## config.mk

```make
export PLATFORM = sky130hd
export DESIGN_NAME = modular_inverse_unit
export DESIGN_NICKNAME = d
export VERILOG_FILES = /design/src/mi_pkg.sv /design/src/mi_euclid_core.sv /design/src/modular_inverse_unit.sv
export SDC_FILE = /design/constraint.sdc
export NUM_CORES = 1
export LEC_CHECK = 0
export BUFFER_PORTS_ARGS = -buffer_cell sky130_fd_sc_hd__buf_2
export CAP_MARGIN = 10
export CORE_ASPECT_RATIO = 1.4
export CORE_MARGIN = 2
export CORE_UTILIZATION = 55
export CTS_BUF_LIST = sky130_fd_sc_hd__clkbuf_8 sky130_fd_sc_hd__clkbuf_16
export CTS_CLUSTER_SIZE = 8
export DETAILED_ROUTE_END_ITERATION = 6
export GPL_TIMING_DRIVEN = 0
export PLACE_DENSITY = 0.76
export SKIP_LAST_GASP = 1
export SLEW_MARGIN = 20
export SYNTH_ARGS = -nofsm -noshare
export SYNTH_HDL_FRONTEND = slang
export SYNTH_SLANG_ARGS = --single-unit
```

## constraint.sdc

```tcl
create_clock -name aclk -period 8.1 [get_ports aclk]
set_input_delay 0.405 -clock aclk [delete_from_list [all_inputs] [get_ports aclk]]
set_output_delay 0.405 -clock aclk [all_outputs]
set_load 0.01 [all_outputs]
```

## src/mi_pkg.sv

```systemverilog
// package for the modular inverse unit: operand width, word types
`timescale 1ns / 1ps

package mi_pkg;

    // width of the arithmetic datapath; operands use the low WIDTH bits of each field
    localparam int WIDTH = 32;
    // bits of the quotient bit position counter
    localparam int KW = $clog2(WIDTH);

    typedef struct packed {
        logic [31:0] value;
        logic [31:0] modulus;
    } mi_in_t;

    typedef struct packed {
        logic [31:0] inverse;
        logic [31:0] divisor;
        logic        invertible;
    } mi_out_t;

endpackage

```

## src/mi_euclid_core.sv

```systemverilog
// extended euclid sequencer around one shared subtract/add unit
`timescale 1ns / 1ps

module mi_euclid_core
    import mi_pkg::*;
(
    input  logic    aclk,
    input  logic    aresetn,
    input  logic    start,
    input  mi_in_t  in_word,
    output logic    idle,
    output logic    done,
    input  logic    take,
    output mi_out_t res_word
);

    localparam logic [2:0] ST_IDLE  = 3'd0;
    localparam logic [2:0] ST_NEXT  = 3'd1;
    localparam logic [2:0] ST_ALIGN = 3'd2;
    localparam logic [2:0] ST_SUB   = 3'd3;
    localparam logic [2:0] ST_RED   = 3'd4;
    localparam logic [2:0] ST_INV   = 3'd5;
    localparam logic [2:0] ST_DONE  = 3'd6;

    logic [2:0]       state_reg, state_next;
    logic [WIDTH-1:0] m_reg;
    logic [WIDTH-1:0] r_old_reg, r_cur_reg;
    logic [WIDTH-1:0] s_old_reg, s_cur_reg;
    logic [WIDTH-1:0] d_reg, sd_reg;
    logic [KW-1:0]    k_reg;
    logic             odd_reg;
    logic             ok_reg;
    mi_out_t          res_reg;

    // shared unit: one wide subtract (doubles as compare) and one add
    logic [WIDTH:0]   diff;
    logic             ge;
    logic [WIDTH-1:0] rem_n;
    logic [WIDTH-1:0] acc_n;
    logic             can_shift;
    logic [WIDTH-1:0] red_diff;
    logic [WIDTH-1:0] inv_val;

    always_comb begin
        diff      = {1'b0, r_old_reg} - {1'b0, d_reg};
        ge        = ~diff[WIDTH];
        rem_n     = ge ? diff[WIDTH-1:0] : r_old_reg;
        acc_n     = ge ? (s_old_reg + sd_reg) : s_old_reg;
        // divisor may still double without passing the dividend
        can_shift = ~d_reg[WIDTH-1] && ({d_reg, 1'b0} <= {1'b0, r_old_reg});
        red_diff  = s_old_reg - m_reg;
        inv_val   = (odd_reg && (s_old_reg != '0)) ? red_diff : s_old_reg;
    end

    always_comb begin
        state_next = state_reg;
        unique case (state_reg)
            ST_IDLE:  if (start) state_next = ST_NEXT;
            ST_NEXT:  state_next = (r_cur_reg == '0) ? ST_RED : ST_ALIGN;
            ST_ALIGN: if (!can_shift) state_next = ST_SUB;
            ST_SUB:   if (k_reg == '0) state_next = ST_NEXT;
            ST_RED:   state_next = ST_INV;
            ST_INV:   state_next = ST_DONE;
            ST_DONE:  if (take) state_next = ST_IDLE;
            default:  state_next = ST_IDLE;
        endcase
    end

    always_ff @(posedge aclk) begin
        if (!aresetn) begin
            state_reg <= ST_IDLE;
        end else begin
            state_reg <= state_next;
        end
    end

    always_ff @(posedge aclk) begin
        unique case (state_reg)
            ST_IDLE: begin
                m_reg     <= WIDTH'(in_word.modulus);
                r_old_reg <= WIDTH'(in_word.value);
                r_cur_reg <= WIDTH'(in_word.modulus);
                s_old_reg <= WIDTH'(1);
                s_cur_reg <= '0;
                odd_reg   <= 1'b0;
            end
            ST_NEXT: begin
                d_reg  <= r_cur_reg;
                sd_reg <= s_cur_reg;
                k_reg  <= '0;
            end
            ST_ALIGN: begin
                if (can_shift) begin
                    d_reg  <= {d_reg[WIDTH-2:0], 1'b0};
                    sd_reg <= {sd_reg[WIDTH-2:0], 1'b0};
                    k_reg  <= k_reg + KW'(1);
                end
            end
            ST_SUB: begin
                if (k_reg == '0) begin
                    // last quotient bit: rotate the remainder and coefficient pairs
                    r_old_reg <= r_cur_reg;
                    r_cur_reg <= rem_n;
                    s_old_reg <= s_cur_reg;
                    s_cur_reg <= acc_n;
                    odd_reg   <= ~odd_reg;
                end else begin
                    r_old_reg <= rem_n;
                    s_old_reg <= acc_n;
                    d_reg     <= {1'b0, d_reg[WIDTH-1:1]};
                    sd_reg    <= {1'b0, sd_reg[WIDTH-1:1]};
                    k_reg     <= k_reg - KW'(1);
                end
            end
            ST_RED: begin
                ok_reg <= (m_reg != '0) && (r_old_reg == WIDTH'(1));
                // coefficient magnitude never exceeds the modulus
                if (s_old_reg >= m_reg) begin
                    s_old_reg <= red_diff;
                end
            end
            ST_INV: begin
                res_reg.divisor    <= 32'(r_old_reg);
                res_reg.invertible <= ok_reg;
                // red_diff here is s - m; negate gives m - s
                res_reg.inverse    <= ok_reg
                    ? 32'((odd_reg && (s_old_reg != '0)) ? (m_reg - s_old_reg) : inv_val)
                    : 32'd0;
            end
            ST_DONE: begin
            end
            default: begin
            end
        endcase
    end

    assign idle     = (state_reg == ST_IDLE);
    assign done     = (state_reg == ST_DONE);
    assign res_word = res_reg;

endmodule

```

## src/modular_inverse_unit.sv

```systemverilog
// modular inverse unit top level: handshakes and output register
`timescale 1ns / 1ps
//
// takes a word {value, modulus} on the s_ channel and returns one word
// {inverse, divisor, invertible} on the m_ channel for each input word.
// divisor is gcd(value, modulus); invertible is set when it is 1 and the
// modulus is nonzero; inverse lies in 0 .. modulus-1 and is 0 otherwise.
// the extended euclid loop runs on one shared subtract/add unit: each euclid
// step loads the divisor, doubles it once per quotient bit beyond the first,
// then subtracts once per quotient bit while halving it back. consecutive
// fibonacci operands give the most euclid steps.
// s_ready is high only while the sequencer is idle; one word is worked on at
// a time, and the next word is taken once the result moves to the output register.
// the finished word sits in an output register, so a new input word
// is taken while m_valid waits on a stalled receiver; the sequencer then
// holds its next result until the output register frees.
// aresetn (synchronous, active low) drops m_valid and returns to idle;
// nothing is kept between words.
//

module modular_inverse_unit
    import mi_pkg::*;
(
    input  logic    aclk,
    input  logic    aresetn,
    input  logic    s_valid,
    output logic    s_ready,
    input  mi_in_t  s_word,
    output logic    m_valid,
    input  logic    m_ready,
    output mi_out_t m_word
);

    logic    core_idle;
    logic    core_done;
    logic    core_take;
    mi_out_t core_res;
    logic    m_valid_reg;
    mi_out_t m_word_reg;

    mi_euclid_core u_core (
        .aclk     (aclk),
        .aresetn  (aresetn),
        .start    (s_valid),
        .in_word  (s_word),
        .idle     (core_idle),
        .done     (core_done),
        .take     (core_take),
        .res_word (core_res)
    );

    assign s_ready   = core_idle;
    assign core_take = core_done && (!m_valid_reg || m_ready);

    always_ff @(posedge aclk) begin
        if (!aresetn) begin
            m_valid_reg <= 1'b0;
        end else if (core_take) begin
            m_valid_reg <= 1'b1;
        end else if (m_ready) begin
            m_valid_reg <= 1'b0;
        end
    end

    always_ff @(posedge aclk) begin
        if (core_take) begin
            m_word_reg <= core_res;
        end
    end

    assign m_valid = m_valid_reg;
    assign m_word  = m_word_reg;

endmodule

```

# Word level (Yosys, flattened, before mapping)
# Cells that the tools add are included.
# totals
n_memories,0
rom_bits,0
ff_bits,365
latch_bits,0
wordCells,92
ramBits,0
# classes
n_bitwise,2
n_mul,0
muxes,31
div,0
n_eq_ne,14
shifts,0
reduce_logical,19
addsub,6
magnitude_cmp,2
# ops
cell,count
2-to-1 mux 32 bit,12
case mux 32 bit (3 select lines),3
case mux 32 bit (2 select lines),3
nonzero test 32 bit,2
subtractor 32 bit,2
<= comparator 33 x 32 -> 1 bit,1
subtractor 32 x 32 -> 33 bit,1
adder 32 bit,1
"== test 32 x 1 -> 1 bit, second input constant",1
greater-or-equal comparator 32 bit,1
logical NOT 32 bit,1
case mux 3 bit (7 select lines),1
2-to-1 mux 3 bit,5
case mux 5 bit (3 select lines),1
2-to-1 mux 5 bit,2
"== test 3 bit, second input constant",3
"!= test 2 x 1 -> 1 bit, second input constant",4
"== test 3 x 2 -> 1 bit, second input constant",2
"!= test 2 bit, second input constant",3
nonzero test 3 bit,2
"adder 5 x 1 -> 5 bit, second input constant",1
logical NOT 5 bit,1
"subtractor 5 x 1 -> 5 bit, second input constant",1
logical AND 1 bit,4
other kinds (11),16

# Logic depth before layout (Yosys ltp)
# Gate-level depths: netlist (run 1).
# logic_depth
depth_word,5
mapped_depth,15

# Modules after synthesis
# Synthesis (run 1) repeated with hierarchy kept, for this count alone.
# hier_totals
cells_unflattened,2264
area_unflattened_um2,22914.5
# modules_own_cells
mod,area_each_um2,n_inst,cells_per_inst
mi_euclid_core,20915.1,1,2195
modular_inverse_unit,1999.4,1,69

# Least setup slack after synthesis (run 1)
# No wires, ideal clock.
# synth_path
path_type,register to register
startpoint,register u_core.d_reg[21]
endpoint,"register u_core.d_reg[0], enable pin"
arrival_ns,7.206
path_buffers,0
required_ns,7.479
period_less_slack_ns,7.827
path_stages_with_launch,11
setup_slack_ns,0.273
path_cell_list,edfxtp_1 > ha_1 > a21o_1 > a21o_1 > a21oi_1 > o21ai_0 > a221oi_1 > o21ai_0 > o21ai_0 > a21oi_1 > a311oi_1
# synth_between
elab_chain_len,4
# synth_lines
element,line_no,rtl
start: declaration,mi_euclid_core.sv:29,"logic [WIDTH-1:0] d_reg, sd_reg;"
start signal: assignment,mi_euclid_core.sv:88,d_reg <= r_cur_reg;
start signal: assignment,mi_euclid_core.sv:94,"d_reg <= {d_reg[WIDTH-2:0], 1'b0};"
start signal: assignment,mi_euclid_core.sv:110,"d_reg <= {1'b0, d_reg[WIDTH-1:1]};"
<= comparator 33 x 32 -> 1 bit,mi_euclid_core.sv:50,"can_shift = ~d_reg[WIDTH-1] && ({d_reg, 1'b0} <= {1'b0, r_old_reg});"
logical AND 1 bit,mi_euclid_core.sv:50,
!= test 2 x 1 -> 1 bit (no source line),n/a,
AND reduction 3 bit (no source line),n/a,
# No other way between the ends.
# A chain may end at the register's enable or synchronous reset.

# Worst setup path in the final report (run 1)
# layout_path
startpoint,register u_core.r_old_reg[0]
endpoint,register u_core.s_old_reg[29] (data pin)
# layout_between
elab_chain_len,4
# layout_lines
element,line_no,rtl
start: declaration,mi_euclid_core.sv:27,"logic [WIDTH-1:0] r_old_reg, r_cur_reg;"
start signal: assignment,mi_euclid_core.sv:81,r_old_reg <= WIDTH'(in_word.value);
start signal: assignment,mi_euclid_core.sv:102,r_old_reg <= r_cur_reg;
start signal: assignment,mi_euclid_core.sv:108,r_old_reg <= rem_n;
subtractor 32 x 32 -> 33 bit,mi_euclid_core.sv:45,"diff = {1'b0, r_old_reg} - {1'b0, d_reg};"
2-to-1 mux 32 bit,mi_euclid_core.sv:48,acc_n = ge ? (s_old_reg + sd_reg) : s_old_reg;
2-to-1 mux 32 bit,mi_euclid_core.sv:100,if (k_reg == '0) begin
case mux 32 bit (3 select lines),mi_euclid_core.sv:78,unique case (state_reg)
end signal: assignment,mi_euclid_core.sv:104,s_old_reg <= s_cur_reg;
end signal: assignment,mi_euclid_core.sv:109,s_old_reg <= acc_n;
end signal: assignment,mi_euclid_core.sv:119,s_old_reg <= red_diff;
end: declaration,mi_euclid_core.sv:28,"logic [WIDTH-1:0] s_old_reg, s_cur_reg;"
# No other way between the ends.

==> impl_metrics.csv, run 1 <==
group,metric,value,unit
outcome,status,"complete, but fails checks",
outcome,violations,"design-rule violations",
yosys,yosysUniqueCellTypes,72,
sta,hold_viol_final,0,
grt,grt_pass1_vias,19478,
final_layout,antenna_cells,0,
detailed_routing,wl_per_cell,26.1,µm
sta,drv_slew,0,
final_layout,regArea,10900,µm²
detailed_routing,wl,81.3,mm
yosys,synth_area_leaders,"edfxtp_1, ha_1, o21ai_0",
clock_tree,root_buffer,"clkbuf_16",
grt,overflow,0,
final_layout,syn2layout_area_growth,13.4,%
yosys,yosys_warnings,0,
yosys,syn_avg_cell_area,9.89,µm²
yosys,synthCells,2341,
yosys,ys_seq_elements,365,
sta,fin_setup_tns,0,ns
setup_path,crit_required,8.42,ns
clock_tree,cts_setup_buffers,0,
worst_hold_path,hold_path_depth,1,
setup_path,r2r-start,"u_core.r_old_reg[0]",
setup_path,r2r_cells,14,
die,die_h,247,µm
die,pin_count,135,
sta,worst_slack,2.91,ns
sta,setup_viol,0,
setup_path,startpoint_type,"flop",
yosys,syn_nets,2574,
yosys,synth_flop_cell,"edfxtp_1",
grt,antenna_found_initial,0,
sta,rsz0062_at_grt,"no",
detailed_routing,ant_nets,0,
die,dieArea,43800,µm²
sta,max_slew_margin,24.9,%
detailed_routing,avgViaCountPerCell,6.43,
clock_tree,insertion_delay,0.60,ns
yosys,synth-edff-count,361,
place,routabilityCongestion,0.998,
yosys,synth_top_cell_by_area,"edfxtp_1",
sta,fmax,193,MHz
clock_tree,hold_buffers,0,
die,start_util,55.3,%
setup_path,r2r_slack,2.91,ns
yosys,synth_compound_area_share,18.7,%
yosys,yosys.area_share.xor_xnor,4.16,%
yosys,synth.most_common_cell,"edfxtp_1",
setup_path,cp_max_fo,10,
worst_hold_path,min_to,"u_core.m_reg[26]",
clock_tree,cts_tree,"built",
worst_hold_path,worstHoldStart,"s_word[26]",
power_and_ir_drop,p_per_area,354,nW/µm²
grt,grtUsageTotal,37.0,%
sta,finalCritPeriodShare,64.1,%
clock_tree,path_clk_slew,0.06,ns
place,hpwlAfterDp,62.8,mm
yosys,synth_common_cells,"edfxtp_1, nand2_1, o21ai_0, a21oi_1, inv_1",
detailed_routing,drc,2,
clock_tree,cts_buffer_depth,3,
yosys,synth-seq-area-share,47.1,%
setup_path,arrival,5.50,ns
place,portBuffers,134,
detailed_routing,num_vias,19980,
yosys,synth_mux_area_share,3.73,%
final_layout,drive_gt1_share,9.72,%
die,core_area,41900,µm²
yosys,async_flop_share,0,%
grt,grt_max_degree,35,
worst_hold_path,worstHoldPathType,"in2reg",
yosys,synthSimpleGateAreaFrac,12.5,%
yosys,synth_top_family_by_area,"compound AO/OA/AOI/OAI gates",
grt,grt_first_pass_wirelength,119,mm
clock_tree,ctsResizeCount,0,
yosys,synth_fa_ha_area_share,9.08,%
sta,skew,0.0309,ns
final_layout,final.fill_count,3586,
final_layout,finalNetCount,2783,
power_and_ir_drop,vdd_drop_max,0.194,mV
place,place_ws,3.18,ns
sta,worst_slew_pin_slew,1.13,ns
detailed_routing,first_pass_iters,7,
final_layout,multiInputGateArea,11200,µm²
final_layout,fin_util,62.8,%
clock_tree,numClockSinks,365,
die,die_x,177,µm
detailed_routing,drtIter0Drc,2440,
power_and_ir_drop,p_leak,10.7,nW
setup_path,crit_path_end_kind,"flop",
setup_path,path_class,"reg2reg",
clock_tree,htreeDepth,2,
yosys,synth_top_area_share,46.8,%
final_layout,instances_no_fill,3108,
setup_path,r2r_end,"u_core.s_old_reg[29]",
die,num_rows,89,
run,cap_viol_max_count,0,
yosys,syn_area,23200,µm²
clock_tree,cts_buffers,51,
sta,period_needed,5.19,ns
place,dp_cells,3043,
-- how the worst max path moves through the flow --
stage | startpoint | to | depth (start not counted)
2_1_floorplan | u_core.d_reg[21] | u_core.d_reg[0] | 10
3_3_place_gp | u_core.r_old_reg[18] | u_core.d_reg[2] | 11
3_5_place_dp | u_core.r_old_reg[0] | u_core.s_old_reg[29] | 14
4_1_cts | u_core.r_old_reg[0] | u_core.s_old_reg[29] | 14
5_1_grt | u_core.r_old_reg[0] | u_core.s_old_reg[22] | 15
6_report | u_core.r_old_reg[0] | u_core.s_old_reg[29] | 14
-- where the power goes --
group          total (mW)  internal (mW)  switching, mW  leakage (nW)
Combinational        4.37           1.58           2.79          6.49
Clock                1.95           1.13          0.818         0.719
Sequential           2.98           2.53          0.452          3.53
-- cell type report --
class | count | share of cell area [%]
Multi-Input combinational cell | 1692 | 42.6
Sequential cell | 365 | 41.6
Inverter | 164 | 2.34
Buffer | 120 | 1.81
Tap cell | 546 | 2.60
Clock inverter | 13 | 0.352
Clock buffer | 52 | 4.95
Timing Repair Buffer | 156 | 3.75
-- per-stage QoR --
stage / total power [mW] / instance area, µm² / hold WS, ns
2_1_floorplan: 5.80 / 23200 / 0.400
3_3_place_gp: 7.12 / 24500 / 0.402
3_5_place_dp: 7.20 / 24900 / 0.405
4_1_cts: 9.16 / 26300 / 0.00410
5_1_grt: 9.74 / 26300 / 0.00983
6_report: 9.29 / 26300 / 0.0197
-- placed cells by master, fill, tap and decap left out, types with 7 or more instances in the layout --
master,count
nand4_1,31
and3_1,11
nor2_1,156
edfxtp_1,361
o21ai_1,47
mux2i_1,84
o211ai_1,12
a31oi_1,24
clkbuf_16,52
buf_2,149
buf_6,8
ha_1,160
nor3_1,27
nand3_1,29
nand2b_1,23
a21oi_1,180
a211oi_1,20
a21o_1,70
xnor2_1,66
clkbuf_1,96
buf_1,8
o21bai_1,19
nor2b_1,18
inv_1,171
xor2_1,44
and2_1,38
o22ai_1,22
nand2_1,222
o21a_1,24
nor4_1,34
or3_1,7
o21ai_0,204
o31ai_1,11
-- critical path, stage by stage (launching register included) --
cell and delay [ns]:
edfxtp_1 0.47, inv_1 0.10, ha_1 0.24, fa_1 0.44
nand2b_1 0.19, a21oi_1 0.29, o21ai_1 0.22, o21ai_1 0.56
nor2_1 0.19, o211ai_1 0.47, buf_2 0.31, buf_1 0.86
nor2_1 0.17, a21oi_1 0.26, o221ai_1 0.13
-- kinds of logic (layout without fill, tap and decap cells) --
logic type      count (synthesis)  in the layout
fa+ha+maj                     165            165
flops                         365            365
mux                            86             86
xor+xnor                      110            110
simple gates                  621            621
compound gates                710            710
buf+inv                       284            505
-- metal layers --
metal / global-route usage (%) / routed length, µm / share of wire (%)
met1: 41.4 / 28300 / 35
met2: 63.2 / 39400 / 48
met3: 5.38 / 6210 / 7.6
met4: 28.4 / 7370 / 9.1
met5: 0 / 0 / 0
Power figures use the tool's default switching activity.
==> run 2, diff against run 1 <==
- ABC_AREA: unset -> 1
- PLACE_DENSITY: 0.76 -> 0.73
- clock period: 8.1 -> 5.4 ns (I/O delays scaled with it)
==> run 2 against run 1 <==
  * Routed wire length up 20%
  * Global-route usage up 4.3 points
  * The flow still finishes with violations (design-rule violations)
  * Core utilization up 0.85 points
  * Via count increased by 22%
==> impl_metrics.csv, run 2 <==
group,metric,value,unit
outcome,status,"complete, but fails checks",
outcome,violations,"design-rule violations",
yosys,synth_common_cells,"nand2_1, inv_1, edfxtp_1, nor2_1, a21oi_1",
yosys,syn_nets,3517,
sta,rsz0062_at_grt,"no",
clock_tree,insertion_delay,0.61,ns
clock_tree,htreeDepth,2,
setup_path,cp_top_family,"buffers and inverters",
yosys,synth-edff-count,361,
yosys,synthCells,3284,
grt,grt_first_pass_wirelength,144,mm
die,die_x,185,µm
yosys,ys_seq_elements,365,
die,pin_count,135,
yosys,synth_top_area_share,43.2,%
yosys,synth.most_common_cell,"nand2_1",
final_layout,syn2layout_area_growth,14.0,%
run,cap_viol_max_count,0,
die,dieArea,47400,µm²
clock_tree,cts_buffers,52,
setup_path,path_class,"reg2reg",
detailed_routing,drc,4,
sta,period_needed,3.77,ns
place,portBuffers,134,
detailed_routing,avgViaCountPerCell,5.87,
sta,finalCritPeriodShare,69.8,%
sta,skew,0.0298,ns
setup_path,crit_path_end_kind,"flop",
yosys,async_flop_share,0,%
die,num_rows,92,
setup_path,cpPeakStageDelay,0.64,ns
clock_tree,cts_tree,"built",
setup_path,crit_buf_inv,5,
sta,max_slew_margin,24.4,%
sta,hold_viol_final,0,
sta,fmax,265,MHz
clock_tree,cts_buffer_depth,3,
grt,antenna_found_initial,0,
final_layout,antenna_cells,0,
die,core_area,45000,µm²
detailed_routing,ant_nets,0,
final_layout,final.fill_count,3949,
place,routabilityCongestion,1.02,
grt,grt_max_degree,38,
die,start_util,55.8,%
yosys,synth_flop_cell,"edfxtp_1",
setup_path,crit_required,5.74,ns
final_layout,layout_commonest_cell,"nand2_1",
yosys,syn_avg_cell_area,7.65,µm²
setup_path,arrival,4.11,ns
detailed_routing,num_vias,24354,
yosys,syn_area,25100,µm²
die,die_h,257,µm
worst_hold_path,worstHoldPathType,"in2reg",
clock_tree,ctsResizeCount,0,
detailed_routing,first_pass_iters,7,
final_layout,drive_gt1_share,7.52,%
clock_tree,root_buffer,"clkbuf_16",
sta,setup_viol,0,
final_layout,mostFrequentLayoutCells,"nand2_1, inv_1, edfxtp_1, nor2_1, a21oi_1",
setup_path,crit_slowest_cell,"buf_1",
final_layout,multiInputGateArea,12000,µm²
final_layout,finalNetCount,3752,
yosys,synth_top_cell_by_area,"edfxtp_1",
setup_path,cp_max_fo,13,
grt,grtUsageTotal,41.2,%
clock_tree,numClockSinks,365,
grt,grt_pass1_vias,24728,
place,hpwlAfterDp,77.5,mm
detailed_routing,drtIter0Drc,2597,
sta,drv_slew,0,
final_layout,regArea,10900,µm²
setup_path,cp_cell_sequence,"inv_1 -> nor2_4 -> inv_2 -> nor2_2 -> buf_2 -> buf_1 -> ha_1 -> nand2_1 -> nand2_1 -> a21oi_1 -> inv_1 -> o21ai_0 -> a21oi_1",
sta,fin_hold_ws,0.0289,ns
setup_path,startpoint_type,"flop",
detailed_routing,wl_per_cell,23.4,µm
yosys,synth_area_leaders,"edfxtp_1, nand2_1, ha_1",
detailed_routing,wl,97.2,mm
clock_tree,path_clk_slew,0.06,ns
yosys,yosysUniqueCellTypes,45,
grt,overflow,0,
yosys,yosys_warnings,0,
yosys,synth-seq-area-share,43.5,%
sta,worst_slew_pin_slew,1.13,ns
run 2: changes by cell type after synthesis, moves of 61 or more:
cell	before	now
nor2_1	158	226
a21o_1	70	9
inv_1	162	497
nand2_1	223	1099
mux2i_1	84	0
nand3_1	29	195
run 2: tightest hold or removal path, cell delays in order:
cell and delay [ns]:
buf_2 0.07, nand2_1 0.04, nand2_1 0.05, inv_1 0.03, nand2_1 0.06
run 2: what timing repair did:
| action | CTS | global route |
|---|---|---|
| buffers inserted | 0 | 0 |
| hold buffers | 33 | 0 |
| hold endpoints to repair | 45 | 0 |
run 2: metrics by stage:
step | setup slack [ns] | std cells | area (µm²) | utilization (%) | setup TNS [ns]
2_1_floorplan | 0.794 | 3284 | 25100 | - | 0
3_3_place_gp | -1.62 | 4029 | 26600 | 59.0 | -158.68
3_5_place_dp | 1.76 | 4043 | 26900 | 59.7 | 0
4_1_cts | 1.73 | 4147 | 28600 | 63.6 | 0
5_1_grt | 1.52 | 4147 | 28600 | 63.6 | 0
6_report | 1.63 | 4147 | 28600 | 63.6 | 0
run 2: kinds of logic (layout without fill, tap and decap cells):
family / after synthesis / count (layout) / share of synthesized area, %
DFF: 365 / 365 / 43.5
xor gates and xnor gates: 46 / 46 / 1.60
buffers and inverters: 586 / 838 / 9.11
and+or+nand+nor: 1635 / 1635 / 26.5
adders and majority gates: 165 / 165 / 8.37
AOI/OAI and AO/OA: 487 / 487 / 10.9
run 2: routing by layer:
layer,vias up,part of all wire (%),routed length (µm),global-route usage (%)
li1,11241,-,-,-
met1,11176,32,31400,42.6
met2,1491,49,48000,72.1
met3,446,7.2,7030,4.66
met4,0,11,10800,38.4
met5,-,0,0,0
run 2: cell type report:
class	count	share of cell area, %
repair buffers	181	4.36
multi-input cells	2333	41.8
well taps	611	2.67
clock inverters	19	0.463
clock buffers	52	4.55
plain buffers	83	1.39
flip-flops and latches	365	38.1
inverters	503	6.60
run 2: final timing paths:
kind	from	to	slack [ns]	cells after the start
setup reg to reg	u_core.state_reg[1]	u_core.k_reg[4]	1.63	13
setup / recovery	u_core.state_reg[1]	u_core.k_reg[4]	1.63	13
hold / removal	s_word[35]	u_core.r_old_reg[3]	0.03	5
hold reg to reg	u_core.res_word[47]	m_word[47]	0.41	0
Power of run 2 is left out: the tool's default activity adds up to more than one toggle a clock period on the data nets, which glitch-free logic cannot reach.
